===== config.mk =====
export PLATFORM = sky130hd
export DESIGN_NAME = lidar_sector_reactive_navigator
export DESIGN_NICKNAME = d
export VERILOG_FILES = /design/src/hw/rtl/lsrn_pkg.sv /design/src/hw/rtl/lsrn_decide.sv /design/src/hw/rtl/lidar_sector_reactive_navigator.sv
export VERILOG_INCLUDE_DIRS = /design/src /design/src/hw/rtl
export SDC_FILE = /design/constraint.sdc
export NUM_CORES = 1
export LEC_CHECK = 0
export ABC_AREA = 0
export ABC_CLOCK_PERIOD_IN_PS = 11600
export BUFFER_PORTS_ARGS = -buffer_cell sky130_fd_sc_hd__buf_2
export CORE_MARGIN = 10
export CORE_UTILIZATION = 25
export DETAILED_ROUTE_END_ITERATION = 7
export SLEW_MARGIN = 10
export SYNTH_ARGS = -nofsm -noshare
export SYNTH_HDL_FRONTEND = slang
export SYNTH_SLANG_ARGS = --single-unit

===== constraint.sdc =====
create_clock -name clk -period 11.6 [get_ports clk]
set_clock_uncertainty 0.2 [all_clocks]
set_input_delay 2.32 -clock clk [delete_from_list [all_inputs] [get_ports clk]]
set_output_delay 2.32 -clock clk [all_outputs]
set_load 0.005 [all_outputs]

===== src/hw/rtl/lidar_sector_reactive_navigator_assert.svh =====
// ----------------------------------------------------------------------------
// Assertion macros for the lidar sector navigator
// Shorthands for clocked implication checks with asynchronous reset masking.
// ----------------------------------------------------------------------------
`ifndef LIDAR_SECTOR_REACTIVE_NAVIGATOR_ASSERT_SVH
`define LIDAR_SECTOR_REACTIVE_NAVIGATOR_ASSERT_SVH

// same-cycle implication
`define LSRN_ASSERT_IMP(name, clk_sig, rstn_sig, ante, cons) \
    name: assert property (@(posedge clk_sig) disable iff (!rstn_sig) (ante) |-> (cons)) \
        else $error("lsrn assertion failed");

// next-cycle implication
`define LSRN_ASSERT_NEXT(name, clk_sig, rstn_sig, ante, cons) \
    name: assert property (@(posedge clk_sig) disable iff (!rstn_sig) (ante) |=> (cons)) \
        else $error("lsrn assertion failed");

`endif


===== src/hw/rtl/lsrn_pkg.sv =====
// ----------------------------------------------------------------------------
// lsrn_pkg
// Widths, sector bounds, mode and register codes, and shared structs.
// ----------------------------------------------------------------------------
package lsrn_pkg;

    localparam int DIST_BITS  = 16;
    localparam int TICK_BITS  = 24;
    localparam int SPEED_BITS = 15;
    localparam int RATE_BITS  = 16;
    localparam int MODE_BITS  = 3;
    localparam int IDX_BITS   = 9;
    localparam int CFG_BITS   = 24;
    localparam int CFG_IDX_BITS = 3;

    localparam logic [DIST_BITS-1:0] DIST_MAX = '1;
    localparam logic [TICK_BITS-1:0] TICK_MAX = '1;

    // sector index windows, low bound inclusive, high bound exclusive
    localparam logic [IDX_BITS-1:0] RIGHT_LO = 9'd260;
    localparam logic [IDX_BITS-1:0] RIGHT_HI = 9'd280;
    localparam logic [IDX_BITS-1:0] FRONT_LO = 9'd340;
    localparam logic [IDX_BITS-1:0] FRONT_HI = 9'd360;
    localparam logic [IDX_BITS-1:0] LEFT_LO  = 9'd80;
    localparam logic [IDX_BITS-1:0] LEFT_HI  = 9'd100;

    localparam logic [MODE_BITS-1:0] MODE_STRAIGHT = 3'd0;
    localparam logic [MODE_BITS-1:0] MODE_LEFT     = 3'd1;
    localparam logic [MODE_BITS-1:0] MODE_RIGHT    = 3'd2;
    localparam logic [MODE_BITS-1:0] MODE_AROUND   = 3'd3;
    localparam logic [MODE_BITS-1:0] MODE_RETURN   = 3'd4;

    localparam logic [CFG_IDX_BITS-1:0] CFG_FRONT_THR  = 3'd0;
    localparam logic [CFG_IDX_BITS-1:0] CFG_RIGHT_THR  = 3'd1;
    localparam logic [CFG_IDX_BITS-1:0] CFG_LEFT_THR   = 3'd2;
    localparam logic [CFG_IDX_BITS-1:0] CFG_EXIT_THR   = 3'd3;
    localparam logic [CFG_IDX_BITS-1:0] CFG_FWD_SPEED  = 3'd4;
    localparam logic [CFG_IDX_BITS-1:0] CFG_TURN_RATE  = 3'd5;
    localparam logic [CFG_IDX_BITS-1:0] CFG_AROUND_TKS = 3'd6;
    localparam logic [CFG_IDX_BITS-1:0] CFG_RETURN_TKS = 3'd7;

    typedef logic [DIST_BITS-1:0] dist_t;
    typedef logic [TICK_BITS-1:0] tick_t;

    typedef struct packed {
        dist_t                 front_thr;
        dist_t                 right_thr;
        dist_t                 left_thr;
        dist_t                 exit_thr;
        logic [SPEED_BITS-1:0] fwd_speed;
        logic [SPEED_BITS-1:0] turn_rate;
        tick_t                 around_ticks;
        tick_t                 return_ticks;
    } nav_cfg_t;

    typedef struct packed {
        dist_t                front;
        dist_t                right;
        dist_t                left;
        logic [MODE_BITS-1:0] mode;
        tick_t                elapsed;
    } nav_view_t;

    typedef struct packed {
        logic [SPEED_BITS-1:0]       speed;
        logic signed [RATE_BITS-1:0] rate;
        logic [MODE_BITS-1:0]        shown;
        logic [MODE_BITS-1:0]        next_mode;
        tick_t                       next_elapsed;
    } nav_cmd_t;

endpackage


===== src/hw/rtl/lsrn_decide.sv =====
// ----------------------------------------------------------------------------
// lsrn_decide
// Scan-end decision: direction choice, exit detection, timed turn-around
// and return, and the velocity command for the shown mode.
// ----------------------------------------------------------------------------
module lsrn_decide (
    input  lsrn_pkg::nav_cfg_t  cfg,
    input  lsrn_pkg::nav_view_t view,
    output lsrn_pkg::nav_cmd_t  cmd
);
    import lsrn_pkg::*;

    logic [MODE_BITS-1:0]        dir_mode;
    logic [MODE_BITS-1:0]        shown_mode;
    tick_t                       elapsed_eff;
    logic signed [RATE_BITS-1:0] rate_pos;
    logic signed [RATE_BITS-1:0] rate_neg;
    logic                        exit_open;

    assign rate_pos  = {1'b0, cfg.turn_rate};
    assign rate_neg  = RATE_BITS'(0) - rate_pos;
    assign exit_open = (view.front > cfg.front_thr) && (view.right > cfg.exit_thr)
                       && (view.left > cfg.exit_thr);

    always_comb
    begin
        dir_mode = view.mode;
        if (view.mode != MODE_AROUND && view.mode != MODE_RETURN)
        begin
            if (((view.front > view.left) || (view.front > view.right))
                && (view.front > cfg.front_thr))
            begin
                dir_mode = MODE_STRAIGHT;
            end
            else if ((view.right > view.front) && (view.right > cfg.right_thr))
            begin
                dir_mode = MODE_RIGHT;
            end
            else if ((view.left > view.front) && (view.left > cfg.left_thr))
            begin
                dir_mode = MODE_LEFT;
            end
            else
            begin
                dir_mode = MODE_STRAIGHT;
            end
        end

        shown_mode  = dir_mode;
        elapsed_eff = view.elapsed;
        if ((dir_mode == MODE_STRAIGHT || dir_mode == MODE_LEFT || dir_mode == MODE_RIGHT)
            && exit_open)
        begin
            shown_mode  = MODE_AROUND;
            elapsed_eff = '0;
        end

        cmd.speed        = '0;
        cmd.rate         = '0;
        cmd.shown        = shown_mode;
        cmd.next_mode    = shown_mode;
        cmd.next_elapsed = elapsed_eff;
        case (shown_mode)
            MODE_STRAIGHT:
            begin
                cmd.speed = cfg.fwd_speed;
            end
            MODE_LEFT:
            begin
                cmd.rate = rate_pos;
            end
            MODE_RIGHT:
            begin
                cmd.rate = rate_neg;
            end
            MODE_AROUND:
            begin
                cmd.rate = rate_neg;
                if (elapsed_eff > cfg.around_ticks)
                begin
                    cmd.next_mode    = MODE_RETURN;
                    cmd.next_elapsed = '0;
                end
            end
            default:
            begin
                cmd.speed = cfg.fwd_speed;
                if (elapsed_eff > cfg.return_ticks)
                begin
                    cmd.next_mode = MODE_STRAIGHT;
                end
            end
        endcase
    end

endmodule


===== src/hw/rtl/lidar_sector_reactive_navigator.sv =====
// ----------------------------------------------------------------------------
// lidar_sector_reactive_navigator
// A scan-end sample passes through the input register, then the result register.
// Throughput: one item per cycle unless a result stalls; the input register feeds the
// sector/decision logic and the output register, so a stall holds only the item behind it.
// Reset: config to defaults, mode straight, minima all ones, elapsed zero.
// ----------------------------------------------------------------------------
`include "lidar_sector_reactive_navigator_assert.svh"

module lidar_sector_reactive_navigator (
    input  logic                                   clk,
    input  logic                                   rst_n,
    input  logic                                   cfg_we,
    input  logic [lsrn_pkg::CFG_IDX_BITS-1:0]      cfg_index,
    input  logic [lsrn_pkg::CFG_BITS-1:0]          cfg_data,
    input  logic                                   in_valid,
    output logic                                   in_ready,
    input  logic                                   kind,
    input  logic [lsrn_pkg::IDX_BITS-1:0]          sample_index,
    input  logic [lsrn_pkg::DIST_BITS-1:0]         distance_mm,
    input  logic                                   scan_end,
    output logic                                   out_valid,
    input  logic                                   out_ready,
    output logic [lsrn_pkg::SPEED_BITS-1:0]        speed_cmd,
    output logic signed [lsrn_pkg::RATE_BITS-1:0]  rate_cmd,
    output logic [lsrn_pkg::MODE_BITS-1:0]         mode,
    output logic [lsrn_pkg::DIST_BITS-1:0]         front_min_mm,
    output logic [lsrn_pkg::DIST_BITS-1:0]         right_min_mm,
    output logic [lsrn_pkg::DIST_BITS-1:0]         left_min_mm
);
    import lsrn_pkg::*;

    nav_cfg_t cfg_reg;

    // input register
    logic                  s1_valid_reg, s1_valid_next;
    logic                  s1_kind_reg;
    logic [IDX_BITS-1:0]   s1_index_reg;
    dist_t                 s1_dist_reg;
    logic                  s1_end_reg;

    // navigation state
    logic [MODE_BITS-1:0]  mode_reg, mode_next;
    dist_t                 front_reg, front_next;
    dist_t                 right_reg, right_next;
    dist_t                 left_reg, left_next;
    tick_t                 elapsed_reg, elapsed_next;

    // result register
    logic                        out_valid_reg, out_valid_next;
    logic [SPEED_BITS-1:0]       out_speed_reg;
    logic signed [RATE_BITS-1:0] out_rate_reg;
    logic [MODE_BITS-1:0]        out_mode_reg;
    dist_t                       out_front_reg;
    dist_t                       out_right_reg;
    dist_t                       out_left_reg;

    logic      in_fire;
    logic      s1_result;
    logic      s1_go;
    logic      load_out;
    dist_t     front_upd, right_upd, left_upd;
    nav_view_t view;
    nav_cmd_t  cmd;

    assign s1_result = s1_valid_reg && !s1_kind_reg && s1_end_reg;
    assign s1_go     = s1_valid_reg && (!s1_result || !out_valid_reg || out_ready);
    assign load_out  = s1_go && s1_result;
    assign in_ready  = !s1_valid_reg || s1_go;
    assign in_fire   = in_valid && in_ready;

    // sector minima including the sample in the input register
    always_comb
    begin
        front_upd = front_reg;
        right_upd = right_reg;
        left_upd  = left_reg;
        if (s1_index_reg >= RIGHT_LO && s1_index_reg < RIGHT_HI)
        begin
            if (s1_dist_reg < right_reg)
            begin
                right_upd = s1_dist_reg;
            end
        end
        else if (s1_index_reg >= FRONT_LO && s1_index_reg < FRONT_HI)
        begin
            if (s1_dist_reg < front_reg)
            begin
                front_upd = s1_dist_reg;
            end
        end
        else if (s1_index_reg >= LEFT_LO && s1_index_reg < LEFT_HI)
        begin
            if (s1_dist_reg < left_reg)
            begin
                left_upd = s1_dist_reg;
            end
        end
    end

    assign view.front   = front_upd;
    assign view.right   = right_upd;
    assign view.left    = left_upd;
    assign view.mode    = mode_reg;
    assign view.elapsed = elapsed_reg;

    lsrn_decide u_decide (
        .cfg  (cfg_reg),
        .view (view),
        .cmd  (cmd)
    );

    always_comb
    begin
        s1_valid_next = s1_valid_reg;
        if (in_fire)
        begin
            s1_valid_next = 1'b1;
        end
        else if (s1_go)
        begin
            s1_valid_next = 1'b0;
        end

        out_valid_next = out_valid_reg;
        if (load_out)
        begin
            out_valid_next = 1'b1;
        end
        else if (out_ready)
        begin
            out_valid_next = 1'b0;
        end

        mode_next    = mode_reg;
        front_next   = front_reg;
        right_next   = right_reg;
        left_next    = left_reg;
        elapsed_next = elapsed_reg;
        if (s1_go)
        begin
            if (s1_kind_reg)
            begin
                if (elapsed_reg != TICK_MAX)
                begin
                    elapsed_next = elapsed_reg + TICK_BITS'(1);
                end
            end
            else if (s1_end_reg)
            begin
                mode_next    = cmd.next_mode;
                elapsed_next = cmd.next_elapsed;
                front_next   = DIST_MAX;
                right_next   = DIST_MAX;
                left_next    = DIST_MAX;
            end
            else
            begin
                front_next = front_upd;
                right_next = right_upd;
                left_next  = left_upd;
            end
        end
    end

    always_ff @(posedge clk or negedge rst_n)
    begin
        if (!rst_n)
        begin
            cfg_reg.front_thr    <= 16'd1500;
            cfg_reg.right_thr    <= 16'd1500;
            cfg_reg.left_thr     <= 16'd1500;
            cfg_reg.exit_thr     <= 16'd1500;
            cfg_reg.fwd_speed    <= 15'd800;
            cfg_reg.turn_rate    <= 15'd400;
            cfg_reg.around_ticks <= 24'd8639;
            cfg_reg.return_ticks <= 24'd2000;
        end
        else if (cfg_we)
        begin
            case (cfg_index)
                CFG_FRONT_THR:  cfg_reg.front_thr    <= cfg_data[DIST_BITS-1:0];
                CFG_RIGHT_THR:  cfg_reg.right_thr    <= cfg_data[DIST_BITS-1:0];
                CFG_LEFT_THR:   cfg_reg.left_thr     <= cfg_data[DIST_BITS-1:0];
                CFG_EXIT_THR:   cfg_reg.exit_thr     <= cfg_data[DIST_BITS-1:0];
                CFG_FWD_SPEED:  cfg_reg.fwd_speed    <= cfg_data[SPEED_BITS-1:0];
                CFG_TURN_RATE:  cfg_reg.turn_rate    <= cfg_data[SPEED_BITS-1:0];
                CFG_AROUND_TKS: cfg_reg.around_ticks <= cfg_data[TICK_BITS-1:0];
                CFG_RETURN_TKS: cfg_reg.return_ticks <= cfg_data[TICK_BITS-1:0];
                default:        cfg_reg <= cfg_reg;
            endcase
        end
    end

    always_ff @(posedge clk or negedge rst_n)
    begin
        if (!rst_n)
        begin
            s1_valid_reg  <= 1'b0;
            out_valid_reg <= 1'b0;
            mode_reg      <= MODE_STRAIGHT;
            front_reg     <= DIST_MAX;
            right_reg     <= DIST_MAX;
            left_reg      <= DIST_MAX;
            elapsed_reg   <= '0;
        end
        else
        begin
            s1_valid_reg  <= s1_valid_next;
            out_valid_reg <= out_valid_next;
            mode_reg      <= mode_next;
            front_reg     <= front_next;
            right_reg     <= right_next;
            left_reg      <= left_next;
            elapsed_reg   <= elapsed_next;
        end
    end

    // payload registers
    always_ff @(posedge clk)
    begin
        if (in_fire)
        begin
            s1_kind_reg  <= kind;
            s1_index_reg <= sample_index;
            s1_dist_reg  <= distance_mm;
            s1_end_reg   <= scan_end;
        end
        if (load_out)
        begin
            out_speed_reg <= cmd.speed;
            out_rate_reg  <= cmd.rate;
            out_mode_reg  <= cmd.shown;
            out_front_reg <= front_upd;
            out_right_reg <= right_upd;
            out_left_reg  <= left_upd;
        end
    end

    assign out_valid    = out_valid_reg;
    assign speed_cmd    = out_speed_reg;
    assign rate_cmd     = out_rate_reg;
    assign mode         = out_mode_reg;
    assign front_min_mm = out_front_reg;
    assign right_min_mm = out_right_reg;
    assign left_min_mm  = out_left_reg;

    `LSRN_ASSERT_IMP(a_mode_legal, clk, rst_n, out_valid_reg, (out_mode_reg <= MODE_RETURN))
    `LSRN_ASSERT_IMP(a_cmd_exclusive, clk, rst_n, out_valid_reg, (out_speed_reg == '0 || out_rate_reg == '0))
    `LSRN_ASSERT_NEXT(a_minima_cleared, clk, rst_n, load_out, (front_reg == DIST_MAX && right_reg == DIST_MAX && left_reg == DIST_MAX))
    `LSRN_ASSERT_NEXT(a_elapsed_sat, clk, rst_n, (s1_go && s1_kind_reg && elapsed_reg == TICK_MAX), (elapsed_reg == TICK_MAX))

endmodule

After elaboration in Yosys (flattened, before gate mapping)
Cells that the tools add are included.
{"block": "totals", "ff_bits": 328, "in_bits": 59, "word_cells": 139}
{"block": "classes", "add_sub_neg": 2, "order_cmp": 20, "n_eq_ne": 16, "muxes": 30, "bitwise": 1, "n_reduce_logical": 45}
{"cell": "16-bit two-way mux", "n": 12}
{"cell": "16-bit greater-than comparator", "n": 9}
{"cell": "24-bit two-way mux", "n": 5}
{"cell": "24-bit greater-than comparator", "n": 2}
{"cell": "16-bit less-than comparator", "n": 3}
{"cell": "16-bit one-hot mux with 2 select lines", "n": 1}
{"cell": "27-bit two-way mux", "n": 1}
{"cell": "24-bit by 1-bit adder with 24-bit output, second input constant", "n": 1}
{"cell": "24-bit inequality test, second input constant", "n": 1}
{"cell": "9-bit >= comparator, second input constant", "n": 2}
{"cell": "9-bit less-than comparator, second input constant", "n": 2}
{"cell": "2-bit AND reduction", "n": 9}
{"cell": "1-bit by 15-bit subtractor with 16-bit output, first input constant", "n": 1}
{"cell": "3-bit by 2-bit equality test with 1-bit output, second input constant", "n": 5}
{"cell": "1-bit logical AND", "n": 15}
{"cell": "3-bit two-way mux", "n": 5}
{"cell": "3-bit equality test, second input constant", "n": 4}
{"cell": "3-bit by 1-bit equality test with 1-bit output, second input constant", "n": 3}
{"cell": "9-bit by 7-bit >= comparator with 1-bit output, second input constant", "n": 1}
{"cell": "3-bit logical NOT", "n": 3}
{"cell": "9-bit by 7-bit less-than comparator with 1-bit output, second input constant", "n": 1}
{"cell": "1-bit logical OR", "n": 6}
{"cell": "3-bit one-hot mux with 2 select lines", "n": 1}
{"cell": "3-bit AND reduction", "n": 2}
{"cell": "9 further kinds", "n": 19}

Depth between registers and ports, before layout
Gate-level depths: netlist of the first run.
{"block": "logic_depth", "depth_word": 21, "mapped_depth": 32, "mapped_depth_nobuf": 29}

Hierarchy
Synthesis of the first run repeated with hierarchy kept, for this count alone.
{"block": "hier_totals", "cells_unflattened": 1735, "hier_area_um2": 18833.1}
{"module": "lidar_sector_reactive_navigator", "instances": 1, "cells_per_inst": 1054, "area_per_inst_um2": 13939.6, "seq_area_each_um2": 8814.7}
{"module": "lsrn_decide", "instances": 1, "cells_per_inst": 681, "area_per_inst_um2": 4893.4, "seq_area_each_um2": 0.0}

Worst setup path before layout of the first run
OpenSTA, ideal clock, no wires.
{"block": "synth_timing", "path_kind": "input to register", "startpoint": "in out_ready", "endpoint": "reg mode_reg[0]", "setup_ps": 83, "arrival_time_ps": 7021, "required_ps": 11317, "setup_slack_ps": 4296, "path_stages": 6, "path_cell_list": "nand2b_1 nor2_1 inv_1 nand3b_1 nor2_1 mux2_2"}
{"block": "synth_via", "elab_chain_len": 3}
{"element": "start, declared", "line_no": "lidar_sector_reactive_navigator.sv:23", "rtl": "input logic out_ready,"}
{"element": "1-bit logical OR", "line_no": "lidar_sector_reactive_navigator.sv:67", "rtl": "assign s1_go = s1_valid_reg && (!s1_result || !out_valid_reg || out_ready);"}
{"element": "1-bit logical AND", "line_no": "lidar_sector_reactive_navigator.sv:67"}
{"element": "3-bit AND reduction (no source line)"}
{"element": "end signal, assigned", "line_no": "lidar_sector_reactive_navigator.sv:211", "rtl": "mode_reg <= mode_next;"}
{"element": "end, declared", "line_no": "lidar_sector_reactive_navigator.sv:43", "rtl": "logic [MODE_BITS-1:0] mode_reg, mode_next;"}
Every way passes these cells.
A chain may end at the register's enable or synchronous reset.

Worst setup path in the final report of the first run
{"block": "layout_timing", "startpoint": "reg s1_dist_reg[9]", "endpoint": "reg elapsed_reg[20]"}
{"block": "layout_via", "word_cells_on_any_way": 45, "classes_between": "13 x order compare; 3 x eq/ne; 19 x mux; 10 x reduce/logical"}
{"element": "start, declared", "line_no": "lidar_sector_reactive_navigator.sv:39", "rtl": "dist_t s1_dist_reg;"}
{"element": "start signal, assigned", "line_no": "lidar_sector_reactive_navigator.sv:226", "rtl": "s1_dist_reg <= distance_mm;"}
{"element": "16-bit less-than comparator", "line_no": "lidar_sector_reactive_navigator.sv:87", "rtl": "if (s1_dist_reg < front_reg)"}
{"element": "16-bit two-way mux *", "line_no": "lidar_sector_reactive_navigator.sv:87"}
{"element": "16-bit two-way mux *", "line_no": "lidar_sector_reactive_navigator.sv:85", "rtl": "else if (s1_index_reg >= FRONT_LO && s1_index_reg < FRONT_HI)"}
{"element": "16-bit two-way mux *", "line_no": "lidar_sector_reactive_navigator.sv:78", "rtl": "if (s1_index_reg >= RIGHT_LO && s1_index_reg < RIGHT_HI)"}
{"element": "net front_upd[9]", "line_no": "lidar_sector_reactive_navigator.sv:62", "rtl": "dist_t front_upd, right_upd, left_upd;"}
{"element": "16-bit greater-than comparator", "line_no": "lsrn_decide.sv:39", "rtl": "else if ((view.left > view.front) && (view.left > cfg.left_thr))"}
{"element": "1-bit logical AND", "line_no": "lsrn_decide.sv:39"}
{"element": "1-bit two-way mux", "line_no": "lsrn_decide.sv:39"}
{"element": "[... 4 more ...]"}
{"element": "1-bit logical OR (2 in a row)", "line_no": "lsrn_decide.sv:51", "rtl": "if ((dir_mode == MODE_STRAIGHT || dir_mode == MODE_LEFT || dir_mode == MODE_RIGHT)"}
{"element": "1-bit logical AND", "line_no": "lsrn_decide.sv:52", "rtl": "&& exit_open)"}
{"element": "24-bit two-way mux", "line_no": "lsrn_decide.sv:51"}
{"element": "24-bit greater-than comparator", "line_no": "lsrn_decide.sv:79", "rtl": "if (elapsed_eff > cfg.around_ticks)"}
{"element": "27-bit two-way mux", "line_no": "lsrn_decide.sv:79"}
{"element": "24-bit two-way mux *", "line_no": "lsrn_decide.sv:63", "rtl": "case (shown_mode)"}
{"element": "24-bit two-way mux *", "line_no": "lidar_sector_reactive_navigator.sv:149", "rtl": "else if (s1_end_reg)"}
{"element": "24-bit two-way mux *", "line_no": "lidar_sector_reactive_navigator.sv:142", "rtl": "if (s1_kind_reg)"}
{"element": "end signal, assigned", "line_no": "lidar_sector_reactive_navigator.sv:215", "rtl": "elapsed_reg <= elapsed_next;"}
{"element": "end, declared", "line_no": "lidar_sector_reactive_navigator.sv:47", "rtl": "tick_t elapsed_reg, elapsed_next;"}
Mark *: on every way through the listed nets, which the timed path passes. The rest lies on a longest branch. The select of a mux whose other input is x is not followed.

==> flow_metrics.py, run 1 <==
metrics = {
    "clocking": {
        "root_buffer": "clkbuf_16",
        "cts_tree": "yes",
        "postCtsHoldBufs": 0,
        "cts.sink_count": 326,
        "cts_buffer_depth": 3,
        "numCtsBuffers": 38,
        "cts-htree-levels": 2,
        "post-cts-setup-buffers": 0,
        "clk_pin_slew_ns": 0.06,
        "worstSkewPairLatency_ns": 0.57,
        "cts.repair.resized": 0,
    },
    "pwr": {
        "power_density_mw_per_mm2": 181,
        "seqPwrFrac": 0.405,
        "p_sw_mw": 1.27,
        "p_int_mw": 2.57,
        "ir_worst_vdd_v": 0.000103,
        "comb_power_share": 0.285,
        "pwr-share-clk": 0.310,
        "switching_share": 0.330,
        "power.leakage_nw": 9.48,
    },
    "floorplan": {
        "die_w_um": 290,
        "fp.dieH_um": 290,
        "pin_count": 143,
        "std_cell_rows": 98,
        "start_util": 0.253,
        "die_area_mm2": 0.0839,
        "coreArea_mm2": 0.0717,
    },
    "layout": {
        "drive_above_1_share": 0.250,
        "diodes": 0,
        "nets": 2055,
        "largest_register_ff_count": 142,
        "areaGrowthSynthToFinish_pct": 16.8,
    },
    "global_route": {
        "grt_max_degree": 87,
        "grt_first_pass_wirelength_mm": 80.5,
        "grt_pass1_vias": 13600,
        "grt_util_all_layers": 0.124,
        "gr-total-overflow": 0,
        "antenna_found_initial": 4,
    },
    "timing": {
        "max_slew_margin": 0.229,
        "finalSetupViolCount": 0,
        "fin_crit_ns": 8.41,
        "hold-worst-slack_ns": 0.294,
        "drv_slew": 0,
        "clock.fmax_mhz": 119,
        "worst_pin_slew_ns": 1.16,
        "rsz0062_at_grt": "false",
        "layout_worst_path_cycle_share": 0.725,
        "tns_ns": 0,
        "hold_viol": 0,
    },
    "synthesis": {
        "ys_warn_count": 0,
        "synth_top_area_frac": 0.177,
        "ys_seq_area_frac": 0.485,
        "netlist_area_mm2": 0.0182,
        "synth-async-reset-ratio": 0.672,
        "ys_ff_latch": 326,
        "syn_nets": 1911,
        "syn_inst": 1645,
        "synthTopCellsByCount": "ha_1, inv_1, mux2_2, dfrtp_1, edfxtp_1",
        "ys_types": 66,
        "synth_area_leaders": "edfxtp_1, dfrtp_1, ha_1",
        "synth-edff-count": 107,
        "synth_ff_type": "dfrtp_1",
        "syn_avg_cell_area_um2": 11.0,
        "synth.largest_area_cell": "edfxtp_1",
        "synth_most_common_cell": "ha_1",
    },
    "detailed_routing": {
        "drt-total-wl_mm": 52.8,
        "vias": 13100,
        "wl_per_cell_um": 19.1,
        "detail-route-antenna-nets": 0,
        "first_pass_iters": 5,
        "vias_per_cell": 4.72,
        "drc": 0,
        "initialDrtViolationCount": 816,
    },
    "setup_path": {
        "cp_max_fo": 25,
        "regToRegSetupSlack_ns": 3.19,
        "crit_arrival_ns": 8.65,
        "required_ns": 11.84,
        "end_kind": "flip-flop",
        "cp-start-kind": "flip-flop",
        "slowest_delay_ns": 0.99,
        "critPathMostFrequentCell": "a21o_1",
        "cp_slowest_cell": "o31ai_4",
        "crit_type": "flip-flop to flip-flop",
    },
    "placed_design": {
        "hpwl_mm": 39.2,
        "port_buffers": 140,
        "gp_congestion": 0.885,
    },
    "job": {
        "cap_violations": 0,
    },
    "run_status": {
        "status": "completed",
    },
    "worst_hold_path": {
        "hold_class": "flip-flop to flip-flop",
    },
}
-- metal layers --
metal	vias up	global-route usage	wire, um
met5	-	0	63
met4	8	0.0467	1860
met3	101	0.0308	3250
met2	282	0.204	24600
met1	6461	0.155	23000
li1	6217	-	-
-- cell usage in the layout (no fill, tap or decap), types with 34 or more instances in the layout --
cell type	n
clkbuf_16	41
dfrtp_1	122
ha_1	207
a21oi_1	81
mux2_2	130
o21ai_0	86
buf_2	139
a21o_1	34
o22a_1	49
dfstp_2	97
a31oi_1	37
nor2_1	42
edfxtp_1	107
nand2_1	103
inv_1	205
nand4_1	37
-- power by group through the flow --
stage | registers, mW | logic, mW | clock network (mW)
2_1_floorplan | 1.53 | 0.781 | 0
3_3_place_gp | 1.56 | 1.04 | 0
4_1_cts | 1.55 | 1.10 | 1.22
3_5_place_dp | 1.57 | 1.09 | 0
5_1_grt | 1.58 | 1.24 | 1.26
6_report | 1.55 | 1.09 | 1.19
-- layout make-up --
| class | count | area (um^2) |
|---|---|---|
| Fill cell | 7326 | 50500 |
| Tap cell | 950 | 1190 |
| Timing Repair Buffer | 153 | 807 |
| Sequential cell | 326 | 8810 |
| Inverter | 205 | 769 |
| Clock inverter | 15 | 113 |
| Clock buffer | 54 | 1100 |
| Multi-Input combinational cell | 1065 | 8440 |
-- path summary, 6_finish.rpt --
path,startpoint,endpoint,cells past startpoint
max reg2reg,s1_dist_reg[9],elapsed_reg[20],27
min,elapsed_reg[6],elapsed_reg[6],1
max in group asynchronous,rst_n,cfg_reg[90],3
min in group asynchronous,rst_n,cfg_reg[41],1
max,s1_dist_reg[9],elapsed_reg[20],27
min reg2reg,elapsed_reg[6],elapsed_reg[6],1
-- metrics by stage --
step	power [mW]	setup slack, ns	cell area (um^2)	util	std cells
after floorplan	2.31	4.30	18200	-	1645
after global placement	2.60	3.36	20000	0.279	2699
after detailed placement	2.66	3.22	20000	0.279	2699
after CTS	3.87	3.23	21200	0.296	2768
after global routing	4.08	2.60	21200	0.296	2768
final	3.83	3.19	21200	0.296	2768
-- worst max-delay path: cells and delay by family (launching register included) --
| family | cells | cell delay, ns |
|---|---|---|
| and+or+nand+nor | 4 | 0.80 |
| DFF | 1 | 0.54 |
| AOI/OAI and AO/OA | 17 | 5.07 |
| muxes | 1 | 0.39 |
| adders and majority gates | 3 | 0.89 |
| buffers and inverters | 2 | 0.39 |
-- logic make-up (layout without fill, tap and decap cells) --
| kind of cell | after synthesis | in the layout | synth area share |
|---|---|---|---|
| AND/OR/NAND/NOR | 359 | 359 | 0.102 |
| AO/OA/AOI/OAI | 349 | 349 | 0.125 |
| flip-flops | 326 | 326 | 0.485 |
| buffers and inverters | 254 | 427 | 0.0539 |
| adder cells (fa/ha/maj) | 207 | 207 | 0.142 |
| multiplexers | 148 | 148 | 0.0905 |
| XOR/XNOR | 2 | 2 | 0.000964 |
(Power assumes the default switching activity.)
==> inputs of run 2 (changes only) <==
Settings changed: ABC_CLOCK_PERIOD_IN_PS 11600 to 7700.
Clock period 11.6 ns to 7.7 ns, I/O delays scaled along.
==> run 2 against run 1 <==
  * The run now ends with DRC left
  * Design area up 1.5%
  * Utilization up 0.46 points
  * Non-clock buffer count up 30
  * Fmax up 14%
  * Routed wire length up 1.8%
  * Clock power up 55%
  * Die area unchanged
==> flow_metrics.py, run 2 (same netlist as run 1, synthesis figures left out) <==
metrics = {
    "setup_path": {
        "r2r_start": "left_reg[1]",
        "path_buf_inv": 4,
        "cp_slowest_cell": "dfstp_2",
        "cp_max_fo": 25,
        "regToRegSetupSlack_ns": 0.30,
        "required_ns": 7.95,
        "crit_arrival_ns": 7.65,
        "cp-start-kind": "flip-flop",
        "worst_r2r_path_depth": 28,
        "crit_cells": 28,
        "worstReg2RegEnd": "elapsed_reg[8]",
        "end_kind": "flip-flop",
        "slowest_delay_ns": 0.54,
        "crit_type": "flip-flop to flip-flop",
        "cp_top_family": "compound AO/OA/AOI/OAI gates",
        "critPathMostFrequentCell": "a21o_1",
    },
    "worst_hold_path": {
        "hold_path.startpoint": "cfg_reg[70]",
        "hold_path_end": "cfg_reg[70]",
        "hold_class": "flip-flop to flip-flop",
        "hold_depth": 1,
    },
    "global_route": {
        "gr-total-overflow": 0,
        "grt_first_pass_wirelength_mm": 81.4,
        "grt_pass1_vias": 13700,
        "grt_util_all_layers": 0.125,
        "grt_max_degree": 79,
        "antenna_found_initial": 5,
    },
    "floorplan": {
        "pin_count": 143,
        "fp.dieH_um": 290,
        "std_cell_rows": 98,
        "die_w_um": 290,
        "coreArea_mm2": 0.0717,
        "start_util": 0.253,
        "die_area_mm2": 0.0839,
    },
    "layout": {
        "largest_register_ff_count": 142,
        "multi_input_area_mm2": 0.00845,
        "final.fill_count": 7304,
        "nets": 2083,
        "seq_area_mm2": 0.00881,
        "drive_above_1_share": 0.264,
        "layout_common_cells": "ha_1, inv_1, buf_2",
        "areaGrowthSynthToFinish_pct": 18.6,
        "diodes": 0,
        "postLayoutCellArea_mm2": 0.0216,
        "layout_commonest_cell": "ha_1",
    },
    "pwr": {
        "p_int_mw": 3.96,
        "comb_power_share": 0.289,
        "power.leakage_nw": 9.65,
        "pwr-share-clk": 0.314,
        "power_density_mw_per_mm2": 273,
        "switching_share": 0.327,
        "ir_worst_vdd_v": 0.000160,
        "p_sw_mw": 1.93,
        "seqPwrFrac": 0.397,
    },
    "clocking": {
        "root_buffer": "clkbuf_16",
        "numCtsBuffers": 36,
        "clk_pin_slew_ns": 0.06,
        "post-cts-setup-buffers": 0,
        "cts.sink_count": 326,
        "cts.repair.resized": 0,
        "worstSkewPairLatency_ns": 0.55,
        "postCtsHoldBufs": 0,
        "cts_buffer_depth": 3,
        "cts_tree": "yes",
        "cts-htree-levels": 2,
    },
    "timing": {
        "tns_ns": 0,
        "fin_crit_ns": 7.40,
        "layout_worst_path_cycle_share": 0.961,
        "worst_pin_slew_ns": 1.05,
        "clock.fmax_mhz": 135,
        "rsz0062_at_grt": "false",
        "hold_viol": 0,
        "max_slew_margin": 0.303,
        "drv_slew": 0,
        "finalSetupViolCount": 0,
    },
    "job": {
        "cap_violations": 0,
    },
    "detailed_routing": {
        "drc": 1,
        "initialDrtViolationCount": 836,
        "vias_per_cell": 4.75,
        "wl_per_cell_um": 19.2,
        "detail-route-antenna-nets": 0,
        "vias": 13300,
        "drt-total-wl_mm": 53.7,
        "first_pass_iters": 7,
    },
    "placed_design": {
        "gp_congestion": 0.895,
        "port_buffers": 140,
        "place_area_mm2": 0.0203,
        "hpwl_mm": 40.5,
    },
    "run_status": {
        "violations": "DRC",
        "status": "finished, violations left",
    },
}
-- run 2: cell types whose count changed in the layout (fill, tap and decap cells not counted), moves of 2 or more --
cell	delta
buf_4	+27
inv_4	-2
clkbuf_8	-2
buf_12	+2
inv_6	+2
bufinv_16	+3
clkbuf_1	-3
-- run 2: power groups by stage --
stage	registers, mW	logic [mW]	clock network [mW]
2_1_floorplan	2.30	1.18	0
3_3_place_gp	2.35	1.62	0
3_5_place_dp	2.37	1.69	0
4_1_cts	2.34	1.71	1.90
5_1_grt	2.37	1.92	1.96
6_report	2.34	1.71	1.85
-- run 2: area by class of cell --
cell class                 count  area share
sequential                   326       0.409
multi-input combinational   1065       0.392
tap                          950      0.0551
timing repair buffer         183      0.0500
clock buffer                  48      0.0483
inverter                     205      0.0357
clock inverter                18      0.0104
-- run 2: worst max-delay path by stage --
| stage | start | endpoint | slack (ns) |
|---|---|---|---|
| after floorplan | left_reg[1] | elapsed_reg[13] | 1.04 |
| after global placement | left_reg[1] | elapsed_reg[4] | 0.42 |
| after detailed placement | left_reg[1] | elapsed_reg[8] | 0.43 |
| after CTS | left_reg[1] | elapsed_reg[8] | 0.36 |
| after global routing | left_reg[1] | elapsed_reg[8] | 0.04 |
| final | left_reg[1] | elapsed_reg[8] | 0.30 |
-- run 2: metal layers --
layer,up-vias,GRT usage,part of all wire
met1,6561,0.153,0.43
met3,104,0.0309,0.065
li1,6275,-,-
met5,-,0,0.0014
met2,335,0.212,0.47
met4,10,0.0415,0.033
-- run 2: per-stage QoR --
step | power [mW] | std cells | util | hold WS [ns] | setup WS (ns)
finish | 5.89 | 2795 | 0.301 | 0.296 | 0.298
global route | 6.26 | 2795 | 0.301 | 0.322 | 0.0377
CTS | 5.94 | 2794 | 0.300 | 0.301 | 0.364
detailed placement | 4.06 | 2728 | 0.282 | 0.287 | 0.427
global placement | 3.97 | 2728 | 0.282 | 0.282 | 0.423
floorplan | 3.48 | 1645 | - | 0.256 | 1.04
==> inputs of run 3 (changes only) <==
Settings changed: CORE_MARGIN 10 to 8.
==> run 3 against run 2 <==
  * The flow now finishes without violations
  * Global-route usage rose by 0.18 points
  * Routed wire length fell by 1.4%
  * Hold slack barely moved
  * First-iteration DRC count rose by 11%
  * Total power rose by 0.74%
  * Sequential share of layout area barely moved
  * Clock power rose by 3%
  * Critical path depth rose by 1
  * Via count fell by 1.2%
  * Flip-flop and latch count did not move
  * Largest cell class unchanged
  * Highest routed layer unchanged
==> flow_metrics.py, run 3 (same netlist as run 1, synthesis figures left out) <==
metrics = {
    "timing": {
        "layout_worst_path_cycle_share": 0.959,
        "fin_crit_ns": 7.39,
        "clock.fmax_mhz": 135,
        "setup_ws_ns": 0.314,
        "tns_ns": 0,
        "hold_viol": 0,
        "worst_pin_slew_ns": 0.995,
        "max_slew_margin": 0.333,
        "drv_slew": 0,
        "rsz0062_at_grt": "false",
        "finalSetupViolCount": 0,
    },
    "clocking": {
        "cts_tree": "yes",
        "worstSkewPairLatency_ns": 0.53,
        "cts.sink_count": 326,
        "root_buffer": "clkbuf_16",
        "numCtsBuffers": 35,
        "postCtsHoldBufs": 0,
        "cts-htree-levels": 2,
        "clk_pin_slew_ns": 0.06,
        "cts_buffer_depth": 3,
    },
    "global_route": {
        "grt_first_pass_wirelength_mm": 81.3,
        "grt.met1_usage": 0.163,
        "met2_usage": 0.214,
        "grt_util_all_layers": 0.127,
        "grt_max_degree": 150,
        "gr-total-overflow": 0,
        "gr-max-usage-layer": "met2",
        "grt_pass1_vias": 13700,
        "antenna_found_initial": 6,
        "grtUsageMet3": 0.0214,
    },
    "pwr": {
        "power.leakage_nw": 9.65,
        "power_density_mw_per_mm2": 275,
        "ir_worst_vdd_v": 0.000164,
        "finalPower_mw": 5.94,
    },
    "layout": {
        "areaGrowthSynthToFinish_pct": 18.6,
        "layout_commonest_cell": "ha_1",
        "final.fill_count": 7418,
        "drive_above_1_share": 0.261,
        "largest_register_ff_count": 142,
        "post-route-util": 0.297,
        "nets": 2077,
        "layout_common_cells": "ha_1, inv_1, buf_2",
        "postLayoutCellArea_mm2": 0.0216,
        "diodes": 0,
    },
    "floorplan": {
        "pin_count": 143,
        "fp.dieH_um": 286,
        "die_w_um": 286,
        "start_util": 0.251,
        "std_cell_rows": 99,
        "coreArea_mm2": 0.0725,
        "die_area_mm2": 0.0816,
    },
    "setup_path": {
        "cp-start-kind": "flip-flop",
        "cp_slowest_cell": "edfxtp_1",
        "cp_max_fo": 25,
        "crit_type": "flip-flop to flip-flop",
        "crit_arrival_ns": 7.62,
        "end_kind": "flip-flop",
        "slowest_delay_ns": 0.53,
        "required_ns": 7.93,
    },
    "placed_design": {
        "port_buffers": 140,
        "gp_congestion": 0.894,
        "place_area_mm2": 0.0202,
        "dp_slack_ns": 0.200,
        "hpwl_mm": 39.5,
    },
    "detailed_routing": {
        "first_pass_iters": 5,
        "drc": 0,
        "drt-total-wl_mm": 53.0,
        "detail-route-antenna-nets": 0,
        "initialDrtViolationCount": 930,
        "vias": 13100,
        "wl_per_cell_um": 18.9,
        "vias_per_cell": 4.69,
    },
    "job": {
        "cap_violations": 0,
    },
    "worst_hold_path": {
        "hold_class": "flip-flop to flip-flop",
    },
    "run_status": {
        "status": "completed",
    },
}
## run 3: area by class of cell
type | instances | area, um^2 | area share
flip-flops and latches | 326 | 8810 | 0.409
repair buffers | 178 | 1020 | 0.0475
multi-input cells | 1065 | 8450 | 0.392
well taps | 959 | 1200 | 0.0557
clock inverters | 18 | 305 | 0.0142
inverters | 205 | 769 | 0.0357
clock buffers | 45 | 996 | 0.0462
## run 3: final timing paths
kind / from / end / slack [ns] / cells past startpoint
setup / recovery: s1_dist_reg[9] / elapsed_reg[9] / 0.31 / 29
hold / removal: cfg_reg[69] / cfg_reg[69] / 0.30 / 1
setup reg to reg: s1_dist_reg[9] / elapsed_reg[9] / 0.31 / 29
hold reg to reg: cfg_reg[69] / cfg_reg[69] / 0.30 / 1
max in group asynchronous: rst_n / cfg_reg[127] / 5.16 / 2
min in group asynchronous: rst_n / cfg_reg[18] / 0.81 / 1
## run 3: through the flow
step                std cells  hold slack, ns
finish                   2796           0.296
global placement         2732           0.281
CTS                      2795           0.302
floorplan                1645           0.256
detailed placement       2732           0.288
global route             2796           0.308
## run 3: timing repair
action,4_1_cts,5_1_grt
setup endpoints to repair,0,8
setup buffers,0,0
resized for setup,0,3
## run 3: critical path: cells and delay by family (launching register included)
kind	cells	cell delay [ns]
compound gates	14	3.11
simple gates	6	1.03
fa+ha+maj	3	1.02
buf+inv	5	1.02
flops	1	0.53
mux	1	0.35
## run 3: per-layer routing
layer,vias up,routed length (um),part of all wire
met5,-,55,0.0010
met4,8,1630,0.031
met3,91,2610,0.049
met2,316,25200,0.48
met1,6436,23400,0.44
li1,6269,-,-
## run 3: power by group
| group | internal (mW) | switching, mW | total [mW] |
|---|---|---|---|
| combinational | 0.716 | 0.966 | 1.68 |
| clock | 1.19 | 0.726 | 1.91 |
| sequential | 2.14 | 0.197 | 2.34 |
